<file path="src/rss_pkg.sv">
// Shared types for the running sample statistics block.
// No dependencies; compile this file first.
package rss_pkg;

	// Sequencer states of the statistics engine.
	typedef enum logic [1:0] {
		ST_IDLE,
		ST_DIV,
		ST_DONE
	} rss_state_t;

	// Control strobes from the sequencer to the datapath.
	typedef struct packed {
		logic take;
		logic div_step;
		logic load_out;
	} rss_ctrl_t;

endpackage

</file>
<file path="src/running_sample_statistics.sv">
// Running sample statistics: last, count, sum, mean, minimum and maximum of a sample stream.
// The radix-2 divider produces one quotient bit a cycle; a new word is taken only once it is done.
// The next input word is taken while the previous result still waits in the output register.
// Reset (arst_n, asynchronous, active low) clears all statistics to zero and empties the output.
// Depends on rss_pkg.
module running_sample_statistics #(
	parameter int SAMPLE_BITS = 40,
	parameter int COUNT_BITS  = 32,
	parameter int SUM_BITS    = 56
) (
	input  logic                   clk,
	input  logic                   arst_n,
	input  logic                   in_valid,
	output logic                   in_ready,
	input  logic [SAMPLE_BITS-1:0] sample_value,
	output logic                   out_valid,
	input  logic                   out_ready,
	output logic [SAMPLE_BITS-1:0] last_sample,
	output logic [COUNT_BITS-1:0]  sample_count,
	output logic [SUM_BITS-1:0]    sample_sum,
	output logic [SAMPLE_BITS-1:0] mean_value,
	output logic [SAMPLE_BITS-1:0] minimum_value,
	output logic [SAMPLE_BITS-1:0] maximum_value
);
	import rss_pkg::*;

	// The saturating add is done one bit wider than the larger operand, so that
	// neither the sum nor the sample loses bits whatever the parameters are.
	localparam int ADD_BITS = ((SUM_BITS > SAMPLE_BITS) ? SUM_BITS : SAMPLE_BITS) + 1;
	localparam int IDX_BITS = $clog2(SUM_BITS);
	localparam logic [IDX_BITS-1:0] LAST_IDX = IDX_BITS'(SUM_BITS - 1);

	rss_state_t state_q, state_d;
	rss_ctrl_t  ctrl;

	// Running statistics.
	logic [SAMPLE_BITS-1:0] last_q;
	logic [COUNT_BITS-1:0]  count_q;
	logic [SUM_BITS-1:0]    sum_q;
	logic [SAMPLE_BITS-1:0] low_q;
	logic [SAMPLE_BITS-1:0] high_q;

	// Divider: partial remainder, dividend/quotient shift register and bit counter.
	logic [COUNT_BITS-1:0]  rem_q;
	logic [SUM_BITS-1:0]    quo_q;
	logic [IDX_BITS-1:0]    idx_q;

	// Output register.
	logic                   out_valid_q;
	logic [SAMPLE_BITS-1:0] last_out_q;
	logic [COUNT_BITS-1:0]  count_out_q;
	logic [SUM_BITS-1:0]    sum_out_q;
	logic [SAMPLE_BITS-1:0] mean_out_q;
	logic [SAMPLE_BITS-1:0] low_out_q;
	logic [SAMPLE_BITS-1:0] high_out_q;

	logic                   first;
	logic [ADD_BITS-1:0]    add_full;
	logic [SUM_BITS-1:0]    sum_next;
	logic [COUNT_BITS-1:0]  count_next;
	logic [COUNT_BITS:0]    trial;
	logic                   fits;
	logic [SAMPLE_BITS-1:0] mean_clamped;

	// A sample taken while the count is zero seeds both minimum and maximum.
	// Once the count saturates it is never zero again, so this cannot retrigger.
	assign first = (count_q == '0);

	// Saturating count and sum updates.
	assign count_next = (count_q == '1) ? count_q : count_q + COUNT_BITS'(1);
	assign add_full   = ADD_BITS'(sum_q) + ADD_BITS'(sample_value);
	assign sum_next   = (add_full > ADD_BITS'({SUM_BITS{1'b1}})) ? '1 : add_full[SUM_BITS-1:0];

	// One restoring division step: shift in the next dividend bit and try the subtract.
	assign trial = {rem_q, quo_q[SUM_BITS-1]};
	assign fits  = (trial >= {1'b0, count_q});

	// A quotient wider than the sample is clamped to the largest sample value.
	generate
		if (SUM_BITS > SAMPLE_BITS) begin : g_clamp
			assign mean_clamped = (quo_q[SUM_BITS-1:SAMPLE_BITS] != '0) ? '1
				: quo_q[SAMPLE_BITS-1:0];
		end else begin : g_extend
			assign mean_clamped = SAMPLE_BITS'(quo_q);
		end
	endgenerate

	// Sequencer: idle until a word arrives, run the divider, then hand off the result.
	always_ff @(posedge clk or negedge arst_n) begin
		if (!arst_n) begin
			state_q <= ST_IDLE;
		end else begin
			state_q <= state_d;
		end
	end

	always_comb begin
		state_d = state_q;
		case (state_q)
			ST_IDLE: begin
				if (in_valid) state_d = ST_DIV;
			end
			ST_DIV: begin
				if (idx_q == '0) state_d = ST_DONE;
			end
			ST_DONE: begin
				// Wait only while an older result is still unclaimed.
				if (!out_valid_q || out_ready) state_d = ST_IDLE;
			end
			default: state_d = ST_IDLE;
		endcase
	end

	always_comb begin
		ctrl = '0;
		case (state_q)
			ST_IDLE: ctrl.take     = in_valid;
			ST_DIV:  ctrl.div_step = 1'b1;
			ST_DONE: ctrl.load_out = !out_valid_q || out_ready;
			default: ctrl = '0;
		endcase
	end

	assign in_ready = (state_q == ST_IDLE);

	// Statistics state; reset to zero as part of the visible behavior.
	always_ff @(posedge clk or negedge arst_n) begin
		if (!arst_n) begin
			last_q  <= '0;
			count_q <= '0;
			sum_q   <= '0;
			low_q   <= '0;
			high_q  <= '0;
		end else if (ctrl.take) begin
			last_q  <= sample_value;
			count_q <= count_next;
			sum_q   <= sum_next;
			if (first || sample_value < low_q) low_q <= sample_value;
			if (first || sample_value > high_q) high_q <= sample_value;
		end
	end

	// Divider datapath. The divisor is the updated count, which is never zero here.
	always_ff @(posedge clk) begin
		if (ctrl.take) begin
			rem_q <= '0;
			quo_q <= sum_next;
			idx_q <= LAST_IDX;
		end else if (ctrl.div_step) begin
			rem_q <= fits ? COUNT_BITS'(trial - {1'b0, count_q}) : trial[COUNT_BITS-1:0];
			quo_q <= {quo_q[SUM_BITS-2:0], fits};
			idx_q <= idx_q - IDX_BITS'(1);
		end
	end

	// Output register.
	always_ff @(posedge clk or negedge arst_n) begin
		if (!arst_n) begin
			out_valid_q <= 1'b0;
		end else if (ctrl.load_out) begin
			out_valid_q <= 1'b1;
		end else if (out_ready) begin
			out_valid_q <= 1'b0;
		end
	end

	always_ff @(posedge clk) begin
		if (ctrl.load_out) begin
			last_out_q  <= last_q;
			count_out_q <= count_q;
			sum_out_q   <= sum_q;
			mean_out_q  <= mean_clamped;
			low_out_q   <= low_q;
			high_out_q  <= high_q;
		end
	end

	assign out_valid     = out_valid_q;
	assign last_sample   = last_out_q;
	assign sample_count  = count_out_q;
	assign sample_sum    = sum_out_q;
	assign mean_value    = mean_out_q;
	assign minimum_value = low_out_q;
	assign maximum_value = high_out_q;

endmodule

</file>
<file path="config.mk">
export PLATFORM = sky130hd
export DESIGN_NAME = running_sample_statistics
export DESIGN_NICKNAME = d
export VERILOG_FILES = /design/src/rss_pkg.sv /design/src/running_sample_statistics.sv
export SDC_FILE = /design/constraint.sdc
export NUM_CORES = 1
export LEC_CHECK = 0
export ABC_AREA = 1
export BUFFER_PORTS_ARGS = -buffer_cell sky130_fd_sc_hd__buf_2
export CAP_MARGIN = 20
export CORE_MARGIN = 8
export CORE_UTILIZATION = 65
export DETAILED_ROUTE_END_ITERATION = 8
export GPL_ROUTABILITY_DRIVEN = 0
export GPL_TIMING_DRIVEN = 0
export PLACE_DENSITY_LB_ADDON = 0.3
export RECOVER_POWER = 100
export SLEW_MARGIN = 25
export SYNTH_ARGS = -nofsm -noshare
export SYNTH_HDL_FRONTEND = slang
export SYNTH_SLANG_ARGS = --single-unit
</file>
<file path="constraint.sdc">
create_clock -name clk -period 25.2 [get_ports clk]
set_input_delay 0 -clock clk [delete_from_list [all_inputs] [get_ports clk]]
set_output_delay 0 -clock clk [all_outputs]
set_load 0.02 [all_outputs]
</file>
==> run_results.csv <==
group,metric,value,unit
pwr,power_density,116.9,mW/mm2
drt,via_count,25890,
critical_path,max_stage_delay,3.49,ns
pwr,leakage,16.28,nW
clock_network,post-cts-setup-buffers,0,
min_path,hold_depth,5,
drt,drc,0,
yosys,synth_area,0.02946,mm2
critical_path,cpMostUsedCell,"clkbuf_1",
drt,viasPerCell,5.621,
critical_path,critPathBufInv,5,
drt,firstDrtPassIters,6,
sta,fmax,120.7,MHz
sta,rsz0062_at_grt,"no",
yosys,synth_cell_types,49,
die,core,0.04509,mm2
yosys,synthTopCellsByArea,"edfxtp_1, dfrtp_1, nand2_1",
critical_path,endpoint_kind,"async pin",
sta,slew_headroom,-216.6,%
global_route,grt_pass1_vias,25150,
yosys,ys_seq_elements,553,
layout,nNetsFinal,4160,
outcome,status,"finished, violations left",
sta,setup_viol,0,
layout,stdcell_count,4605,
global_route,antenna_found_initial,0,
sta,worstMarginPinSlew,4.749,ns
layout,area_growth,14.09,%
pwr,vdd_drop_max,98.50,uV
drt,drtIter0Drc,2785,
sta,fin_crit,8.283,ns
global_route,grt.total_usage,32.54,%
clock_network,cts.path.max_buffers,3,
critical_path,r2r_cells,7,
yosys,synth_ff_type,"edfxtp_1",
die,fp.dieH,228.9,um
yosys,synth_top_area_share,30.99,%
layout,fin_area,0.03360,mm2
die,die_area,0.05238,mm2
yosys,synth_cells,3552,
min_path,min_from,"out_ready",
clock_network,clock_latency,0.63,ns
clock_network,cts-root-buf,"clkbuf_16",
yosys,ys_warn_count,0,
die,initial_utilization,65.33,%
sta,clock-skew-final,0.03003,ns
placement,place_ws,22.07,ns
critical_path,arrival,7.88,ns
clock_network,clkTransAtPathRegs,0.06,ns
yosys,async_reset_ff_share,38.16,%
global_route,grt_overflow,0,
global_route,grt_max_degree,86,
placement,hpwl,64650,um
layout,drive_above_1_share,4.794,%
drt,routedWlPerCell,18.92,um
die,ios,294,
job,maxCapViolations,5,
yosys,syn-mean-instance-area,8.293,um2
sta,tns,0,ns
die,die_w,228.9,um
yosys,syn_nets,3753,
yosys,synth_most_common_cell,"nand2_1",
global_route,grt_pass1_wl,135900,um
placement,portBuffers,293,
yosys,synthTopCellsByCount,"nand2_1, inv_1, edfxtp_1",
critical_path,path_max_fanout,85,
critical_path,slowest_stage,"clkbuf_1",
critical_path,rr_startpoint,"state_q[0]",
clock_network,postCtsResizedCells,0,
yosys,yosys.area.top_type,"edfxtp_1",
die,rows,78,
critical_path,cp-start-kind,"input pin",
clock_network,cts_inserted_buffers,54,
clock_network,htreeDepth,2,
critical_path,criticalPathCategory,"in2async",
layout,diodes,0,
clock_network,clock-sinks,553,
yosys,synth-edff-count,304,
outcome,violations,"capacitance limit, slew limit",
placement,dpl_cell_area,0.03204,mm2
critical_path,cp_cell_sequence,"dlygate4sd3_1 -> dlygate4sd3_1 -> clkbuf_1 -> clkbuf_1 -> clkbuf_1",
drt,ant_nets,0,
placement,dp.cells,4459,
critical_path,crit_family,"buffers and inverters",
clock_network,tritoncts,"built",
drt,routed_wl,87130,um
yosys,synth.yosys.seq_area_share,51.50,%
critical_path,reg2reg_slack,19.68,ns
sta,post-route-period-util,32.87,%
critical_path,required,24.79,ns
min_path,min_to,"out_valid",
sta,hold_violations,0,
min_path,holdCritPathClass,"in2reg",
sta,worst_slack,16.92,ns
critical_path,timing.rr.end,"last_sample[9]",
sta,maxSlewViolCount,253,
-- state kept, by name (all words and copies together) (netlist names), 40 cells and up --
signal	cells
high_q	40
last_q	40
last_sample	40
low_q	40
maximum_value	40
mean_value	40
minimum_value	40
quo_q	56
sample_sum	56
sum_q	56
-- placed cells by master, fill, tap and decap left out, types with 61 or more instances in the layout --
cell	instances
nand3_1	251
nor2_1	194
buf_2	61
dfrtp_1	211
inv_1	502
edfxtp_1	304
a21oi_1	97
o21ai_0	107
ha_1	155
nand2_1	1345
clkbuf_1	328
-- power breakdown --
group,internal [W],switching [W],leakage [nW]
combinational,0.000554,0.00108,9.55
sequential,0.00125,0.000189,5.82
clock,0.000499,0.000362,0.916
total,0.00230,0.00163,16.3
-- area by class of cell --
class,instances,area [um2]
well taps,600,750.7
clock inverters,41,459.2
repair buffers,351,1639
plain buffers,82,342.8
fillers,3422,11480
inverters,511,1921
clock buffers,61,1419
flip-flops and latches,553,15170
multi-input cells,2406,11900
-- tightest hold or removal path: stages --
cell	delay (ns)
dlygate4sd3_1	0.52
buf_2	0.09
nor2_1	0.05
inv_1	0.07
nand2_1	0.06
-- metal layers --
layer  vias to the layer above  part of all wire (%)  GRT usage [%]
met4                         0                   5.7          16.40
met1                     12010                    38          40.83
met5                         -                     0              0
li1                      12210                     -              -
met2                      1353                    46          53.22
met3                       308                    10          6.788
-- worst max-delay path by stage --
stage                from         endpoint  slack, ns  depth (start not counted)
2_1_floorplan  state_q[0]   last_sample[0]      13.47                          3
3_3_place_gp   state_q[0]  last_sample[31]       9.02                          3
3_5_place_dp   state_q[0]         quo_q[2]      22.07                          6
4_1_cts        state_q[0]         quo_q[2]      22.01                          6
5_1_grt            arst_n       last_q[32]      15.36                          5
6_report           arst_n       last_q[30]      16.92                          5
-- kinds of logic after synthesis --
logic type               share of synthesized area (%)
AO/OA/AOI/OAI                                    4.452
XOR/XNOR                                         2.111
adder cells (fa/ha/maj)                          6.720
buffers and inverters                            7.905
flip-flops                                       51.50
AND/OR/NAND/NOR                                  27.31
-- per-stage QoR --
step	utilization, %	total power [W]	hold WS (ns)
after detailed placement	71.07	0.003017	-0.04899
after CTS	76.25	0.003897	0.2289
after global placement	70.25	0.002952	0.2839
after global routing	74.53	0.004191	0.2515
final	74.53	0.003928	0.2229
after floorplan	-	0.002572	-0.2956
-- repair_timing --
item	in CTS	in global routing
hold endpoints to repair	249	0
setup endpoints to repair	0	0
hold buffers	44	0
No activity file was read; power rests on OpenSTA's default activity.
